<file path="src/rtl/core/first_fit_block_allocator_top_defines.svh">
// Assertion macros for the first-fit block allocator.
`ifndef FIRST_FIT_BLOCK_ALLOCATOR_TOP_DEFINES_SVH
`define FIRST_FIT_BLOCK_ALLOCATOR_TOP_DEFINES_SVH
`ifndef SYNTHESIS
`define FFBA_ASSERT_NOW(label, clk, rst, ante, cons) \
   label: assert property (@(posedge clk) disable iff (rst) (ante) |-> (cons)) \
      else $error("ffba assertion failed");
`define FFBA_ASSERT_NEXT(label, clk, rst, ante, cons) \
   label: assert property (@(posedge clk) disable iff (rst) (ante) |=> (cons)) \
      else $error("ffba assertion failed");
`else
`define FFBA_ASSERT_NOW(label, clk, rst, ante, cons)
`define FFBA_ASSERT_NEXT(label, clk, rst, ante, cons)
`endif
`endif

</file>
<file path="src/rtl/core/ffba_pkg.sv">
// Types and constants of the first-fit block allocator.
package ffba_pkg;
   localparam int MAX_BLOCKS_DEF   = 64;
   localparam int HEADER_BYTES_DEF = 16;

   localparam logic [2:0] ST_OK      = 3'd0;
   localparam logic [2:0] ST_NONE    = 3'd1;
   localparam logic [2:0] ST_LIMIT   = 3'd2;
   localparam logic [2:0] ST_FULL    = 3'd3;
   localparam logic [2:0] ST_UNKNOWN = 3'd4;

   localparam logic FUNC_ALLOC = 1'b0;
   localparam logic FUNC_FREE  = 1'b1;

   localparam logic CSR_HEAP_BASE  = 1'b0;
   localparam logic CSR_HEAP_LIMIT = 1'b1;

   localparam logic [31:0] HEAP_LIMIT_RST = 32'd65536;

   typedef struct packed {
      logic        free;
      logic [23:0] bytes;
      logic [31:0] start;
   } entry_type;
endpackage

</file>
<file path="src/rtl/core/first_fit_block_allocator_top.sv">
// First-fit heap allocator with a block table in one synchronous memory.
//
// Requests enter on req_*: req_tuser selects allocate or free, req_tdata carries
// the size and the payload address. One response per request leaves on rsp_*.
// The block handles one request at a time: the scan reads table entries in order
// until a match or the end of the table (none for a null request or an empty table,
// at most MAX_BLOCKS). The table memory has a single read port, which the scan
// visits one entry per cycle; each read is registered before it is compared.
// The response sits in an output register; req_tready returns high as soon as
// the response is loaded, so the next request may enter while it waits.
// If rsp_tready stays low, the following request finishes its scan and holds
// until the output register frees.
// Reset (synchronous, active high) empties the table, zeroes the heap top and
// loads heap_base 0 and heap_limit 65536; the memory itself is not cleared.
// csr_* writes heap_base (index 0) or heap_limit (index 1); write
// only while no request is in flight.
module first_fit_block_allocator_top
   import ffba_pkg::*;
#(
   parameter int MAX_BLOCKS   = MAX_BLOCKS_DEF,
   parameter int HEADER_BYTES = HEADER_BYTES_DEF
) (
   input  logic        clock,
   input  logic        reset,
   input  logic        req_tvalid,
   output logic        req_tready,
   input  logic [55:0] req_tdata,   // [23:0] req_size, [55:24] addr
   input  logic        req_tuser,   // [0] func
   output logic        rsp_tvalid,
   input  logic        rsp_tready,
   output logic [31:0] rsp_tdata,   // [31:0] result_addr
   output logic [2:0]  rsp_tuser,   // [2:0] status
   input  logic        csr_we,
   input  logic        csr_index,
   input  logic [31:0] csr_wdata
);
`include "first_fit_block_allocator_top_defines.svh"

   localparam int IDX_W = $clog2(MAX_BLOCKS);
   localparam int CNT_W = $clog2(MAX_BLOCKS + 1);

   localparam logic [1:0] S_IDLE = 2'd0;
   localparam logic [1:0] S_SCAN = 2'd1;
   localparam logic [1:0] S_DONE = 2'd2;

   entry_type mem [MAX_BLOCKS];
   entry_type mem_q;

   logic [1:0]       state_ff, state_in;
   logic [31:0]      heap_base_ff, heap_limit_ff;
   logic [CNT_W-1:0] count_ff, count_in;
   logic [31:0]      top_ff, top_in;
   logic [CNT_W-1:0] iss_ff, iss_in;
   logic [CNT_W-1:0] rtag_ff, rtag_in;
   logic             rvalid_ff, rvalid_in;
   logic             func_ff;
   logic [23:0]      size_ff;
   logic [31:0]      addr_ff;
   logic [31:0]      target_ff;
   logic [32:0]      end_ff;
   logic [31:0]      res_addr_ff, res_addr_in;
   logic [2:0]       res_status_ff, res_status_in;
   logic             rsp_valid_ff, rsp_valid_in;
   logic [31:0]      rsp_addr_ff;
   logic [2:0]       rsp_status_ff;

   logic             rd_en;
   logic [IDX_W-1:0] rd_idx;
   logic             wr_en;
   logic [IDX_W-1:0] wr_idx;
   entry_type        wr_data;

   logic req_fire, null_req, hit, last_tag, miss, out_free;

   assign req_tready = (state_ff == S_IDLE);
   assign req_fire   = req_tvalid && req_tready;
   assign out_free   = !rsp_valid_ff || rsp_tready;

   assign null_req = (func_ff == FUNC_FREE) ? (addr_ff == 32'd0) : (size_ff == 24'd0);
   assign hit      = (func_ff == FUNC_FREE) ? (mem_q.start == target_ff)
                                            : (mem_q.free && (mem_q.bytes >= size_ff));
   assign last_tag = ((rtag_ff + CNT_W'(1)) == count_ff);
   assign miss     = (count_ff == '0) || (rvalid_ff && !hit && last_tag);

   always_comb begin
      state_in      = state_ff;
      count_in      = count_ff;
      top_in        = top_ff;
      iss_in        = iss_ff;
      rtag_in       = rtag_ff;
      rvalid_in     = 1'b0;
      res_addr_in   = res_addr_ff;
      res_status_in = res_status_ff;
      rd_en         = 1'b0;
      rd_idx        = iss_ff[IDX_W-1:0];
      wr_en         = 1'b0;
      wr_idx        = rtag_ff[IDX_W-1:0];
      wr_data       = mem_q;
      unique case (state_ff)
         S_IDLE: begin
            if (req_fire) begin
               state_in = S_SCAN;
               iss_in   = '0;
            end
         end
         S_SCAN: begin
            if (null_req) begin
               res_addr_in   = 32'd0;
               res_status_in = ST_NONE;
               state_in      = S_DONE;
            end else if (miss) begin
               res_addr_in = 32'd0;
               state_in    = S_DONE;
               if (func_ff == FUNC_FREE) begin
                  res_status_in = ST_UNKNOWN;
               end else if (end_ff > {1'b0, heap_limit_ff}) begin
                  res_status_in = ST_LIMIT;
               end else if (count_ff == CNT_W'(MAX_BLOCKS)) begin
                  res_status_in = ST_FULL;
               end else begin
                  wr_en         = 1'b1;
                  wr_idx        = count_ff[IDX_W-1:0];
                  wr_data.free  = 1'b0;
                  wr_data.bytes = size_ff;
                  wr_data.start = top_ff;
                  count_in      = count_ff + CNT_W'(1);
                  top_in        = end_ff[31:0];
                  res_addr_in   = heap_base_ff + top_ff + 32'(HEADER_BYTES);
                  res_status_in = ST_OK;
               end
            end else if (rvalid_ff && hit) begin
               state_in      = S_DONE;
               res_status_in = ST_OK;
               if (func_ff == FUNC_FREE) begin
                  res_addr_in = 32'd0;
                  if (last_tag) begin
                     count_in = rtag_ff;
                     top_in   = mem_q.start;
                  end else begin
                     wr_en        = 1'b1;
                     wr_data.free = 1'b1;
                  end
               end else begin
                  wr_en        = 1'b1;
                  wr_data.free = 1'b0;
                  res_addr_in  = heap_base_ff + mem_q.start + 32'(HEADER_BYTES);
               end
            end else if (iss_ff < count_ff) begin
               rd_en     = 1'b1;
               rvalid_in = 1'b1;
               rtag_in   = iss_ff;
               iss_in    = iss_ff + CNT_W'(1);
            end
         end
         S_DONE: begin
            if (out_free) begin
               state_in = S_IDLE;
            end
         end
         default: begin
            state_in = S_IDLE;
         end
      endcase
   end

   always_comb begin
      rsp_valid_in = rsp_valid_ff && !rsp_tready;
      if ((state_ff == S_DONE) && out_free) begin
         rsp_valid_in = 1'b1;
      end
   end

   always_ff @(posedge clock) begin
      if (rd_en) begin
         mem_q <= mem[rd_idx];
      end
      if (wr_en) begin
         mem[wr_idx] <= wr_data;
      end
   end

   always_ff @(posedge clock) begin
      if (reset) begin
         state_ff      <= S_IDLE;
         heap_base_ff  <= 32'd0;
         heap_limit_ff <= HEAP_LIMIT_RST;
         count_ff      <= '0;
         top_ff        <= 32'd0;
         rvalid_ff     <= 1'b0;
         rsp_valid_ff  <= 1'b0;
      end else begin
         state_ff     <= state_in;
         count_ff     <= count_in;
         top_ff       <= top_in;
         rvalid_ff    <= rvalid_in;
         rsp_valid_ff <= rsp_valid_in;
         if (csr_we) begin
            case (csr_index)
               CSR_HEAP_BASE:  heap_base_ff  <= csr_wdata;
               CSR_HEAP_LIMIT: heap_limit_ff <= csr_wdata;
               default:        heap_base_ff  <= heap_base_ff;
            endcase
         end
      end
   end

   always_ff @(posedge clock) begin
      iss_ff        <= iss_in;
      rtag_ff       <= rtag_in;
      res_addr_ff   <= res_addr_in;
      res_status_ff <= res_status_in;
      if (req_fire) begin
         func_ff   <= req_tuser;
         size_ff   <= req_tdata[23:0];
         addr_ff   <= req_tdata[55:24];
         target_ff <= req_tdata[55:24] - heap_base_ff - 32'(HEADER_BYTES);
         end_ff    <= {1'b0, top_ff} + 33'(HEADER_BYTES) + {9'd0, req_tdata[23:0]};
      end
      if ((state_ff == S_DONE) && out_free) begin
         rsp_addr_ff   <= res_addr_ff;
         rsp_status_ff <= res_status_ff;
      end
   end

   assign rsp_tvalid = rsp_valid_ff;
   assign rsp_tdata  = rsp_addr_ff;
   assign rsp_tuser  = rsp_status_ff;

   `FFBA_ASSERT_NEXT(a_accept_scans, clock, reset, req_fire, state_ff == S_SCAN)
   `FFBA_ASSERT_NOW(a_count_bound, clock, reset, 1'b1, count_ff <= CNT_W'(MAX_BLOCKS))
   `FFBA_ASSERT_NOW(a_read_in_scan, clock, reset, rvalid_ff, state_ff == S_SCAN)
   `FFBA_ASSERT_NOW(a_write_in_scan, clock, reset, wr_en, state_ff == S_SCAN && !rd_en)
endmodule

</file>
<file path="config.mk">
export PLATFORM = sky130hd
export DESIGN_NAME = first_fit_block_allocator_top
export DESIGN_NICKNAME = d
export VERILOG_FILES = /design/src/rtl/core/ffba_pkg.sv /design/src/rtl/core/first_fit_block_allocator_top.sv
export VERILOG_INCLUDE_DIRS = /design/src /design/src/rtl/core
export SDC_FILE = /design/constraint.sdc
export NUM_CORES = 2
export LEC_CHECK = 0
export BUFFER_PORTS_ARGS = -buffer_cell sky130_fd_sc_hd__buf_2
export CORE_UTILIZATION = 55
export CTS_CLUSTER_DIAMETER = 30
export CTS_CLUSTER_SIZE = 14
export DETAILED_ROUTE_END_ITERATION = 10
export HOLD_SLACK_MARGIN = 0.02
export MAX_ROUTING_LAYER = met4
export PLACE_DENSITY = 0.71
export SLEW_MARGIN = 40
export SYNTH_ARGS = -nofsm -noshare
export SYNTH_HDL_FRONTEND = slang
export SYNTH_SLANG_ARGS = --single-unit
</file>
<file path="constraint.sdc">
create_clock -name clock -period 14.25 [get_ports clock]
set_clock_uncertainty 0.2 [all_clocks]
set_input_delay 2.1375 -clock clock [delete_from_list [all_inputs] [get_ports clock]]
set_output_delay 2.1375 -clock clock [all_outputs]
set_load 0.1 [all_outputs]
</file>
==> run metrics <==
endpoint class of the critical path flop; DR vias 85700; setup violators final 0; Crit. Startpoint mem_q[8]; clock transition at the registers of the reported paths 50 ps; drt via density 6.71; drt drc 0; port bufs 131; clock root buffer clkbuf_16; Hold EP rsp_tdata[23]; final worst slack 7580 ps; EDFF count, synth 3911; R2R Path End mem[27][53]; first-pass GRT wire length 650000 um; die height 544 um; wire length per cell 36.5 um; Final period util 46.8%; number of synthesized register bits 4018; total CTS buffers 667; Boundary Pins 132; worst path arrival time 7110 ps; asr flop ratio synth 0%; H-tree lvl count 6; status completed; Seq/Total Area, Yosys 74.1%; reg2reg setup slack 7580 ps; hold depth 0; P&R area growth vs syn 19.2%; fin. max-slew vios 0; Hold Violations, Final 0; die area 295000 sq um; Hold Crit Start res_addr_ff[23]; Post-synth top flop edfxtp_1; num rows 198; total core area 291000 sq um; synth warn 0; Setup WS pre-CTS 7600 ps; CP Max Fanout 38; share of cells above drive strength 1 32.2%; vias in the first global route 86600; fillers 18100; GR Overflow Total 0; Net Count, Synth 7954; worst slew pin tran 908 ps; TritonCTS clock tree built; worst min path class reg2reg; Clk Latency, worst-skew pair 1050 ps; critical path type reg2reg; RSZ-0062 raised after global routing false; Post-DRT Antenna Nets 0; pin count of the biggest net entering global routing 102; Post-Syn Area 161000 sq um; # hold bufs at CTS 0; nets 8658; FF-to-FF path depth 10; Peak VDD IR 167 uV; DRT iter0 DRCs 13100; post-synthesis cell count 7558; DRT Pass-1 Iters 5; Post-Syn Area per Cell 21.3 sq um; Longest Clk Path Bufs 4; Max Cap Viol 0; Post-CTS Setup Bufs 0; Sink Count 4018; setup TNS 0 ps; final hold slack 210 ps; die width 544 um; antenna violations before repair 56; WL final 465000 um; Final Critical Period 6670 ps; WP data required 14690 ps; Post-CTS Resized 0; Cell variety after synth 88; detailed placer's ending HPWL 261000 um; PwrDens 162 nW/um^2; Worst setup SP type flop; Initial Utilization 55.4%; total leakage power 62.9 nW; GRT Util Overall 32.5%; Slew HR 39.4%; Placer Congestion 0.925; FF-to-FF Start mem_q[8]; maximum clock rate 150 MHz
==> per-layer routing <==
metal  up-vias  share of wire, %  global-route usage, %
met1     45000                36                   42.8
met3       989                12                   7.97
li1      33400                 -                      -
met2      6275                48                   49.4
met4         0               4.1                   12.3
met5         -                 0                      -
==> synthesized netlist by cell type, types with 7 or more instances <==
| cell type | n | share of area [%] |
|---|---|---|
| a2111oi_0 | 7 | 0.038 |
| a211o_1 | 7 | 0.038 |
| a211oi_1 | 17 | 0.079 |
| a21o_1 | 43 | 0.20 |
| a21oi_1 | 213 | 0.66 |
| a22oi_1 | 12 | 0.056 |
| a311oi_1 | 34 | 0.18 |
| a31oi_1 | 13 | 0.050 |
| and2_1 | 7 | 0.027 |
| and3_1 | 24 | 0.093 |
| buf_1 | 69 | 0.16 |
| buf_2 | 17 | 0.053 |
| clkbuf_1 | 266 | 0.62 |
| dfxtp_1 | 107 | 1.3 |
| edfxtp_1 | 3911 | 73 |
| ha_1 | 297 | 2.3 |
| inv_1 | 207 | 0.48 |
| mux2_2 | 34 | 0.24 |
| mux2i_1 | 7 | 0.043 |
| mux4_2 | 1197 | 17 |
| nand2_1 | 298 | 0.69 |
| nand2b_1 | 27 | 0.10 |
| nand3_1 | 44 | 0.14 |
| nand4_1 | 32 | 0.12 |
| nor2_1 | 146 | 0.34 |
| nor2b_1 | 14 | 0.054 |
| nor3_1 | 52 | 0.16 |
| nor4_1 | 21 | 0.081 |
| o211ai_1 | 14 | 0.065 |
| o21a_1 | 16 | 0.074 |
| o21ai_0 | 103 | 0.32 |
| o21bai_1 | 13 | 0.061 |
| o22ai_1 | 9 | 0.035 |
| o31ai_1 | 15 | 0.070 |
| or3_1 | 13 | 0.050 |
| or4_1 | 8 | 0.037 |
| xnor2_1 | 100 | 0.54 |
| xor2_1 | 42 | 0.23 |
==> stage by stage <==
stage                     std cells  power, mW  utilization (%)  instance area, sq um
final                         12800       31.1             66.0                192000
after global routing          12800       31.7             66.0                192000
after CTS                     12700       31.1             65.8                192000
after detailed placement      11500       15.1             58.0                169000
after global placement        11400       15.1             57.6                168000
after floorplan                7558       14.4                -                161000
==> cell families (layout without fill, tap and decap cells) <==
group / Yosys count / after routing / synth area share [%]
simple gates: 720 / 720 / 2.10
other cells: 0 / 34 / 0
fa+ha+maj: 301 / 301 / 2.35
xor+xnor: 142 / 142 / 0.771
compound gates: 577 / 577 / 2.32
flops: 4018 / 4018 / 74.1
buf+inv: 562 / 1831 / 1.33
mux: 1238 / 1238 / 17.0
==> cell usage in the layout, fill, tap and decap left out, types with 68 or more instances in the layout <==
master      count
a21oi_1       212
buf_2         130
buf_4         156
bufinv_16      69
clkbuf_1       72
clkbuf_16     673
clkinv_1       75
clkinv_2       85
clkinvlp_4     81
dfxtp_1       107
edfxtp_1     3911
ha_1          297
inv_1         205
inv_6          68
mux4_2       1197
nand2_1       297
nor2_1         96
o21ai_0        79
xnor2_1       100
==> area by class of cell <==
type                            instances  area [sq um]  area share [%]
Tap cell                             3900          4880            2.54
Timing Repair Buffer                  389          3630            1.89
Inverter                              208           791           0.411
Sequential cell                      4018        120000            62.2
Multi-Input combinational cell       2978         40500            21.1
Antenna cell                           34          85.1          0.0443
Clock inverter                        485          5630            2.93
Clock buffer                          749         17200            8.92
==> state kept, by name, summed over array words and instances (netlist names) <==
signal,flops
rvalid_ff,1
mem,3648
res_addr_ff,32
addr_ff,32
state_ff,2
rsp_tvalid,1
iss_ff,7
end_ff,33
rsp_tuser,3
res_status_ff,3
target_ff,32
mem_q,57
rsp_tdata,32
heap_base_ff,32
size_ff,24
count_ff,7
heap_limit_ff,32
top_ff,32
func_ff,1
rtag_ff,7
==> how the worst max path moves through the flow <==
stage	slack, ps	endpoint
4_1_cts	7650	mem[57][44]
3_3_place_gp	7470	end_ff[31]
3_5_place_dp	7600	end_ff[31]
2_1_floorplan	6520	mem[54][0]
5_1_grt	7490	mem[27][53]
6_report	7580	mem[27][53]
==> worst max-delay path, cell delays in order (launching register included) <==
cell      delay (ps)
edfxtp_1         590
xnor2_1          580
nand4_1          170
nor4_1           440
nand4_1          370
and4_1           430
o221ai_4         440
mux2_2           480
nand4_1          770
nor2_4           950
buf_4            700
==> power by group <==
part / internal, mW / switching [mW] / leakage, nW / total, mW
combinational: 0.761 / 1.18 / 16.0 / 1.94
clock: 10.1 / 6.07 / 10.9 / 16.1
sequential: 13.0 / 0.0449 / 36.1 / 13.0
No activity file was read; power rests on OpenSTA's default activity.
